===== src/sv/mme_pkg.sv =====
`default_nettype none
// ----------------------------------------------------------------------------
// mme_pkg
// Shared types and constants for the matrix multiply engine: request and
// register codes, field widths, controller-to-datapath command and status.
// ----------------------------------------------------------------------------
package mme_pkg;

  // Field widths fixed by the transaction format
  localparam int REQ_W   = 2;
  localparam int IDX_W   = 3;
  localparam int CNT_W   = 4;
  localparam int ELEM_W  = 32;
  localparam int CFG_A_W = 2;

  // Default configuration of the engine
  localparam int MAX_DIM_DEF   = 8;
  localparam int FRAC_BITS_DEF = 16;

  // Reset value of every size register
  localparam logic [CNT_W-1:0] SIZE_RESET = 4'd8;

  // Request codes of the input channel
  typedef enum logic [REQ_W-1:0] {
    REQ_LOAD_A = 2'd0,
    REQ_LOAD_B = 2'd1,
    REQ_START  = 2'd2
  } req_t;

  // Configuration register indexes
  typedef enum logic [CFG_A_W-1:0] {
    CFG_A_ROWS = 2'd0,
    CFG_A_COLS = 2'd1,
    CFG_B_ROWS = 2'd2,
    CFG_B_COLS = 2'd3
  } cfg_reg_t;

  // Controller -> datapath command
  typedef struct packed {
    logic             wr_a;      // write A store at input row/col
    logic             wr_b;      // write B store at input row/col
    logic             rd;        // issue one multiply-accumulate step
    logic             k_first;   // first term of a dot product
    logic             k_last;    // last term of a dot product
    logic             err_set;   // load a dimension-error result
    logic             elem_last; // current element is the last of the run
    logic [IDX_W-1:0] row;
    logic [IDX_W-1:0] col;
    logic [IDX_W-1:0] k;
  } cmd_t;

  // Datapath -> controller status
  typedef struct packed {
    logic moved;     // finished result went to the output register
    logic hold_full; // finished result waiting in the accumulator
  } stat_t;

endpackage
`default_nettype wire


===== src/sv/mme_ctrl.sv =====
`default_nettype none
// ----------------------------------------------------------------------------
// mme_ctrl
// Controller: size registers, request decode and the i/j/k loop sequencer
// that drives the datapath one multiply-accumulate step per cycle when issuing.
// ----------------------------------------------------------------------------
module mme_ctrl #(
  parameter int MAX_DIM = mme_pkg::MAX_DIM_DEF
) (
  input  wire logic                       clk,
  input  wire logic                       rst_n,
  // input channel handshake and decode fields
  input  wire logic                       in_valid,
  output logic                            in_ready,
  input  wire logic [mme_pkg::REQ_W-1:0]  in_req_type,
  input  wire logic [mme_pkg::IDX_W-1:0]  in_row,
  input  wire logic [mme_pkg::IDX_W-1:0]  in_col,
  // configuration channel
  input  wire logic                       cfg_valid,
  output logic                            cfg_ready,
  input  wire logic [mme_pkg::CFG_A_W-1:0] cfg_index,
  input  wire logic [mme_pkg::CNT_W-1:0]  cfg_data,
  // datapath
  output mme_pkg::cmd_t                   cmd_o,
  input  wire mme_pkg::stat_t             stat_i
);
  import mme_pkg::*;

  localparam logic [CNT_W-1:0] DIM_L = CNT_W'(MAX_DIM);

  typedef enum logic [1:0] {
    ST_IDLE,
    ST_ISSUE,
    ST_DRAIN
  } state_t;

  state_t           state_r, state_nxt;
  logic [CNT_W-1:0] a_rows_r, a_cols_r, b_rows_r, b_cols_r;
  logic [IDX_W-1:0] i_r, i_nxt, j_r, j_nxt, k_r, k_nxt;
  logic             err_r, err_nxt;
  logic [CNT_W-1:0] r1, c1, r2, c2;
  logic             in_fire, cfg_fire;
  logic             is_load_a, is_load_b, is_start;
  logic             k_last, elem_last;

  // Out-of-range sizes: zero acts as one, above the maximum acts as the maximum
  function automatic logic [CNT_W-1:0] eff_size(input logic [CNT_W-1:0] v);
    if (v == '0)
      return CNT_W'(1);
    if (v > DIM_L)
      return DIM_L;
    return v;
  endfunction

  assign r1 = eff_size(a_rows_r);
  assign c1 = eff_size(a_cols_r);
  assign r2 = eff_size(b_rows_r);
  assign c2 = eff_size(b_cols_r);

  assign in_ready  = (state_r == ST_IDLE);
  assign cfg_ready = 1'b1;
  assign in_fire   = in_valid & in_ready;
  assign cfg_fire  = cfg_valid & cfg_ready;

  // Request decode
  assign is_load_a = in_fire && (in_req_type == REQ_LOAD_A);
  assign is_load_b = in_fire && (in_req_type == REQ_LOAD_B);
  assign is_start  = in_fire && (in_req_type == REQ_START);

  // Loop end conditions
  assign k_last    = ({1'b0, k_r} + CNT_W'(1)) == c1;
  assign elem_last = (({1'b0, i_r} + CNT_W'(1)) == r1) &&
                     (({1'b0, j_r} + CNT_W'(1)) == c2);

  // Commands to the datapath
  always_comb begin
    cmd_o           = '0;
    cmd_o.wr_a      = is_load_a && ({1'b0, in_row} < r1) && ({1'b0, in_col} < c1);
    cmd_o.wr_b      = is_load_b && ({1'b0, in_row} < r2) && ({1'b0, in_col} < c2);
    cmd_o.rd        = (state_r == ST_ISSUE);
    cmd_o.k_first   = (k_r == '0);
    cmd_o.k_last    = k_last;
    cmd_o.err_set   = is_start && (c1 != r2);
    cmd_o.elem_last = elem_last;
    cmd_o.row       = i_r;
    cmd_o.col       = j_r;
    cmd_o.k         = k_r;
  end

  // Sequencer next state
  always_comb begin
    state_nxt = state_r;
    i_nxt     = i_r;
    j_nxt     = j_r;
    k_nxt     = k_r;
    err_nxt   = err_r;
    case (state_r)
      ST_IDLE: begin
        if (is_start) begin
          i_nxt     = '0;
          j_nxt     = '0;
          k_nxt     = '0;
          err_nxt   = (c1 != r2);
          state_nxt = (c1 != r2) ? ST_DRAIN : ST_ISSUE;
        end
      end
      ST_ISSUE: begin
        if (k_last) begin
          state_nxt = ST_DRAIN;
        end else begin
          k_nxt = k_r + IDX_W'(1);
        end
      end
      ST_DRAIN: begin
        if (stat_i.moved) begin
          k_nxt = '0;
          if (err_r || elem_last) begin
            state_nxt = ST_IDLE;
          end else begin
            state_nxt = ST_ISSUE;
            if (({1'b0, j_r} + CNT_W'(1)) == c2) begin
              j_nxt = '0;
              i_nxt = i_r + IDX_W'(1);
            end else begin
              j_nxt = j_r + IDX_W'(1);
            end
          end
        end
      end
      default: begin
        state_nxt = ST_IDLE;
      end
    endcase
  end

  // State, loop counters and size registers
  always_ff @(posedge clk) begin
    if (!rst_n) begin
      state_r  <= ST_IDLE;
      i_r      <= '0;
      j_r      <= '0;
      k_r      <= '0;
      err_r    <= 1'b0;
      a_rows_r <= SIZE_RESET;
      a_cols_r <= SIZE_RESET;
      b_rows_r <= SIZE_RESET;
      b_cols_r <= SIZE_RESET;
    end else begin
      state_r <= state_nxt;
      i_r     <= i_nxt;
      j_r     <= j_nxt;
      k_r     <= k_nxt;
      err_r   <= err_nxt;
      if (cfg_fire) begin
        case (cfg_index)
          CFG_A_ROWS: a_rows_r <= cfg_data;
          CFG_A_COLS: a_cols_r <= cfg_data;
          CFG_B_ROWS: b_rows_r <= cfg_data;
          CFG_B_COLS: b_cols_r <= cfg_data;
          default: ;
        endcase
      end
    end
  end

`ifndef SYNTH
  // A result only moves out of the accumulator while we wait for it
  a_moved_in_drain: assert property (@(posedge clk) disable iff (!rst_n)
    stat_i.moved |-> (state_r == ST_DRAIN))
    else $error("result moved outside drain state");

  // No new dot product starts while a finished one still sits in the accumulator
  a_issue_hold_free: assert property (@(posedge clk) disable iff (!rst_n)
    (state_r == ST_ISSUE) |-> !stat_i.hold_full)
    else $error("issue while accumulator holds a result");

  // The k loop stays within A's column count
  a_k_in_range: assert property (@(posedge clk) disable iff (!rst_n)
    cmd_o.rd |-> ({1'b0, k_r} < c1))
    else $error("k index out of range");
`endif

endmodule
`default_nettype wire


===== config.mk =====
export PLATFORM = sky130hd
export DESIGN_NAME = mme_ctrl
export DESIGN_NICKNAME = d
export VERILOG_FILES = /design/src/sv/mme_pkg.sv /design/src/sv/mme_ctrl.sv
export SDC_FILE = /design/constraint.sdc
export NUM_CORES = 1
export LEC_CHECK = 0
export BUFFER_PORTS_ARGS = -buffer_cell sky130_fd_sc_hd__clkbuf_2
export CAP_MARGIN = 10
export CORE_AREA = 3 3 65 67
export CTS_CLUSTER_DIAMETER = 80
export DETAILED_ROUTE_END_ITERATION = 16
export DIE_AREA = 0 0 68 70
export GPL_ROUTABILITY_DRIVEN = 0
export PLACE_DENSITY = 0.73
export RECOVER_POWER = 50
export SLEW_MARGIN = 20
export SYNTH_ARGS = -nofsm -noshare
export SYNTH_HDL_FRONTEND = slang
export SYNTH_SLANG_ARGS = --single-unit
export TNS_END_PERCENT = 100

===== constraint.sdc =====
create_clock -name clk -period 2.8 [get_ports clk]
set_clock_uncertainty 0.05 [all_clocks]
set_input_delay 0.14 -clock clk [delete_from_list [all_inputs] [get_ports clk]]
set_output_delay 0.14 -clock clk [all_outputs]
set_load 0.01 [all_outputs]

==> metrics.sh <==
STATUS='finished, final reports clean'
FINAL.SETUP.WORST_SLACK_PS=335
DESIGN.CORE.AREA_SQ_MM=0.00369
CRITPATHREQUIREDTIME_PS=2610
SYNTH_CELL_TYPE_COUNT=51
SYNTH.TOP_CELLS.BY_AREA='sky130_fd_sc_hd__dfxtp_1 (28%), sky130_fd_sc_hd__mux2i_1 (10%), sky130_fd_sc_hd__ha_1 (7.4%)'
TIMING.FINAL.CRIT_SHARE_PCT=88.0
POSTCTS_SETUP_BUFS=0
INTPOWER_mW=0.655
DP.FINAL_HPWL_UM=3530
CLK_PATH_BUF_DEPTH=2
POST_DRT_WL_PER_CELL_UM=14.1
DRTPASS1ITERATIONS=4
NETLIST_INSTANCES=245
DIE_AREA_SQ_MM=0.00476
CTS_BUFFERS=3
REGAREA_SQ_UM=561
PIN_COUNT_OF_THE_BIGGEST_NET_ENTERING_GLOBAL_ROUTING=38
NUM-FILL-CELLS=361
CLKTRANSATPATHREGS_PS=100
CRITPATHMAXFANOUT=10
CP_SLOWEST_CELL='sky130_fd_sc_hd__dfxtp_1'
CORE.ROWCOUNT=22
GR-USAGE-ALL-LAYERS_PCT=20.8
YOSYS_MOST_USED_DFF='sky130_fd_sc_hd__dfxtp_1'
PEAKVDDDROP_V=0.000195
COMB_POWER_SHARE_PCT=14.1
POWER_DENSITY_mW_PER_MM2=382
SEQ_AREA_FRAC_SYNTH_PCT=27.7
CTS_RESIZED=0
LEAKAGE_nW=0.986
SETUP_VIOLATIONS=0
CTS_NUM_SINKS=28
POSTSYNTHAREAPERCELL_SQ_UM=8.27
SYNTH.FF_LATCH_COUNT=28
SYNTHESIS.YOSYS.WARNINGS=0
SYNTH_EDF_COUNT=0
FINAL_MAX_SLEW_VIOL_COUNT=0
HOLD_SLACK_PS=95.0
SYN-CELL-AREA_SQ_MM=0.00203
FIN_TNS_SETUP_PS=0
GRT_PASS1_VIAS=1712
HOLD_VIOL_FINAL=0
LAYOUT.NETS=306
MAX_FREQ_MHz=406
VIA_COUNT=1820
MAX_STAGE_DELAY_PS=530
WORST-PATH-BUF-INV=1
SYNTH_TOP_AREA_CELL='sky130_fd_sc_hd__dfxtp_1'
DIE_H_UM=70
WORST_SLEW_PIN_TRAN_PS=1430
NUMBER_OF_DRC_MARKERS_IN_ITERATION_0=128
POWER_FRAC_CLOCK_PCT=37.0
YS_ASYNC_SR_FRACTION_PCT=0
CLOCK_TREE.HTREE_LEVEL_COUNT=1
MAXCAPVIOLCOUNT=0
MAXSLEWHEADROOM_PCT=4.93
CTS_HOLD_BUF=0
FINAL_ANTENNA_NET_COUNT=0
VIAS_PER_CELL=5.67
SYNTHDOMINANTCELLAREASHARE_PCT=27.7
WORST-SETUP-PATH-TYPE='reg2out'
DRC=0
GRT_SETUP_UNREPAIRED='no'
ANTENNA_FOUND_INITIAL=0
IO_BUFFER_COUNT=35
GRT_OVERFLOW_TOTAL=0
TOP_LEVEL_PORTS=38
CTS_TREE='done'
AREA_OVERHEAD_VS_SYNTH_PCT=12.0
POST_ROUTE_CELLS_DRIVE_ABOVE_1_SHARE_PCT=13.9
ROUTED_WL_UM=4520
INITIAL_CORE_UTILIZATION_PCT=54.9
HOLDCRITPATHCLASS='in2reg'
POWER_SWITCHING_mW=0.212
WORST_EP_ARRIVAL_TIME_PS=2280
DIEWIDTH_UM=68
SYNTH_FP_NETS=277
PRE_CTS_WS_PS=624
CLK_LATENCY_PS=280
GRT_FIRST_PASS_WIRELENGTH_UM=7940
PATH_CELLS='ha_1 > nor2b_1 > a211oi_1 > o31ai_1 > o21ai_4 > nor2_1 > clkbuf_2'
FRACTION_OF_POWER_SPENT_SWITCHING_NETS_PCT=24.4
PERIOD_NEEDED_PS=2470
CPLARGESTDELAYFAMILY='compound AO/OA/AOI/OAI gates'
SEQUENTIAL_POWER_SHARE_PCT=48.9
MULTI_INPUT_COMB_AREA_SQ_MM=0.00138
CP-END-KIND='output pin'
ANTENNA-DIODE-COUNT=0
CLOCK_TREE_ROOT_BUFFER_CELL='sky130_fd_sc_hd__clkbuf_8'
TIMING.CRITICAL_PATH.FROM_TYPE='flip-flop'
[synth_stat cells, types with 2 or more instances]
cell type / number
sky130_fd_sc_hd__nor4_1: 6
sky130_fd_sc_hd__ha_1: 12
sky130_fd_sc_hd__mux2i_1: 21
sky130_fd_sc_hd__buf_4: 3
sky130_fd_sc_hd__nand3_1: 11
sky130_fd_sc_hd__a21boi_1: 2
sky130_fd_sc_hd__nor2b_1: 17
sky130_fd_sc_hd__nand4b_1: 2
sky130_fd_sc_hd__o21ai_0: 4
sky130_fd_sc_hd__o31a_1: 3
sky130_fd_sc_hd__nand2_1: 17
sky130_fd_sc_hd__a21oi_1: 8
sky130_fd_sc_hd__nor2_1: 26
sky130_fd_sc_hd__xor2_1: 4
sky130_fd_sc_hd__xnor2_1: 5
sky130_fd_sc_hd__inv_1: 9
sky130_fd_sc_hd__a31oi_1: 3
sky130_fd_sc_hd__a211oi_1: 2
sky130_fd_sc_hd__nand4_1: 3
sky130_fd_sc_hd__clkbuf_1: 7
sky130_fd_sc_hd__a21o_1: 2
sky130_fd_sc_hd__dfxtp_1: 28
sky130_fd_sc_hd__nor3b_1: 5
sky130_fd_sc_hd__and2_1: 2
sky130_fd_sc_hd__o31ai_1: 2
sky130_fd_sc_hd__o21a_1: 4
sky130_fd_sc_hd__or2_2: 2
sky130_fd_sc_hd__nand3b_1: 4
sky130_fd_sc_hd__nand2b_1: 9
[logic make-up after synthesis]
kind of cell             count (synthesis)  share of synthesized area (%)
XOR/XNOR                                10                           4.69
multiplexers                            21                           10.4
adder cells (fa/ha/maj)                 12                           7.41
AO/OA/AOI/OAI                           44                           16.5
buffers and inverters                   20                           4.32
flip-flops                              28                           27.7
other                                    1                          0.185
AND/OR/NAND/NOR                        109                           28.8
[final timing paths]
path              slack [ps]                        to  cells after the start           startpoint
setup / recovery         330                  cmd_o[9]                      7  i_r[0]$_SDFFE_PN0P_
hold / removal            90  b_rows_r[3]$_SDFFE_PN1P_                      3          cfg_data[3]
setup reg to reg         550       j_r[1]$_SDFFE_PN0P_                      7  i_r[0]$_SDFFE_PN0P_
hold reg to reg          470       j_r[1]$_SDFFE_PN0P_                      2  j_r[1]$_SDFFE_PN0P_
[worst register-to-register path: cells and delay by family, from the launching register on]
| kind | cells | cell delay (ps) |
|---|---|---|
| AOI/OAI and AO/OA | 4 | 930 |
| DFF | 1 | 530 |
| adders and majority gates | 1 | 260 |
| muxes | 1 | 210 |
| and+or+nand+nor | 1 | 200 |
[final cells by class]
cell class | count | area share (%)
clock inverters | 1 | 1.32
clock buffers | 3 | 1.82
well taps | 48 | 2.65
flip-flops and latches | 28 | 24.7
inverters | 9 | 1.49
repair buffers | 35 | 7.28
multi-input cells | 197 | 60.7
[per-stage QoR]
step                utilization, %  total power, mW  instance area (sq um)  instances
finish                        61.5            0.866                   2270        321
global route                  61.5            0.911                   2270        321
CTS                           61.8            0.870                   2280        321
detailed placement            59.8            0.555                   2210        317
global placement              59.8            0.552                   2210        317
floorplan                        -            0.513                   2030        245
[state kept, by name (all words and copies together) (netlist names)]
register / flops
j_r: 3
err_r: 1
a_cols_r: 4
b_rows_r: 4
state_r: 2
k_r: 3
a_rows_r: 4
b_cols_r: 4
i_r: 3
[cell usage in the layout, fill, tap and decap left out, types with 6 or more instances in the layout]
cell,count
sky130_fd_sc_hd__a21oi_1,8
sky130_fd_sc_hd__mux2i_1,21
sky130_fd_sc_hd__nor2_1,26
sky130_fd_sc_hd__dfxtp_1,28
sky130_fd_sc_hd__nand3_1,11
sky130_fd_sc_hd__ha_1,12
sky130_fd_sc_hd__clkbuf_2,27
sky130_fd_sc_hd__nor2b_1,17
sky130_fd_sc_hd__inv_1,9
sky130_fd_sc_hd__nor4_1,6
sky130_fd_sc_hd__nand2b_1,9
sky130_fd_sc_hd__clkbuf_1,8
sky130_fd_sc_hd__nand2_1,17
[layer usage]
| layer | global-route usage [%] | part of all wire (%) | vias up |
|---|---|---|---|
| met2 | 32.8 | 47 | 33 |
| met1 | 30.2 | 48 | 852 |
| met5 | 0 | 0 | - |
| li1 | - | - | 931 |
| met3 | 1.93 | 3.6 | 4 |
| met4 | 4.86 | 0.97 | 0 |
[power by group through the flow]
stage	combinational, mW	clock [mW]	sequential (mW)
final	0.122	0.321	0.424
after global placement	0.119	0	0.433
after CTS	0.123	0.324	0.424
after global routing	0.139	0.346	0.426
after detailed placement	0.122	0	0.433
after floorplan	0.0874	0	0.426
(Power assumes the default switching activity.)
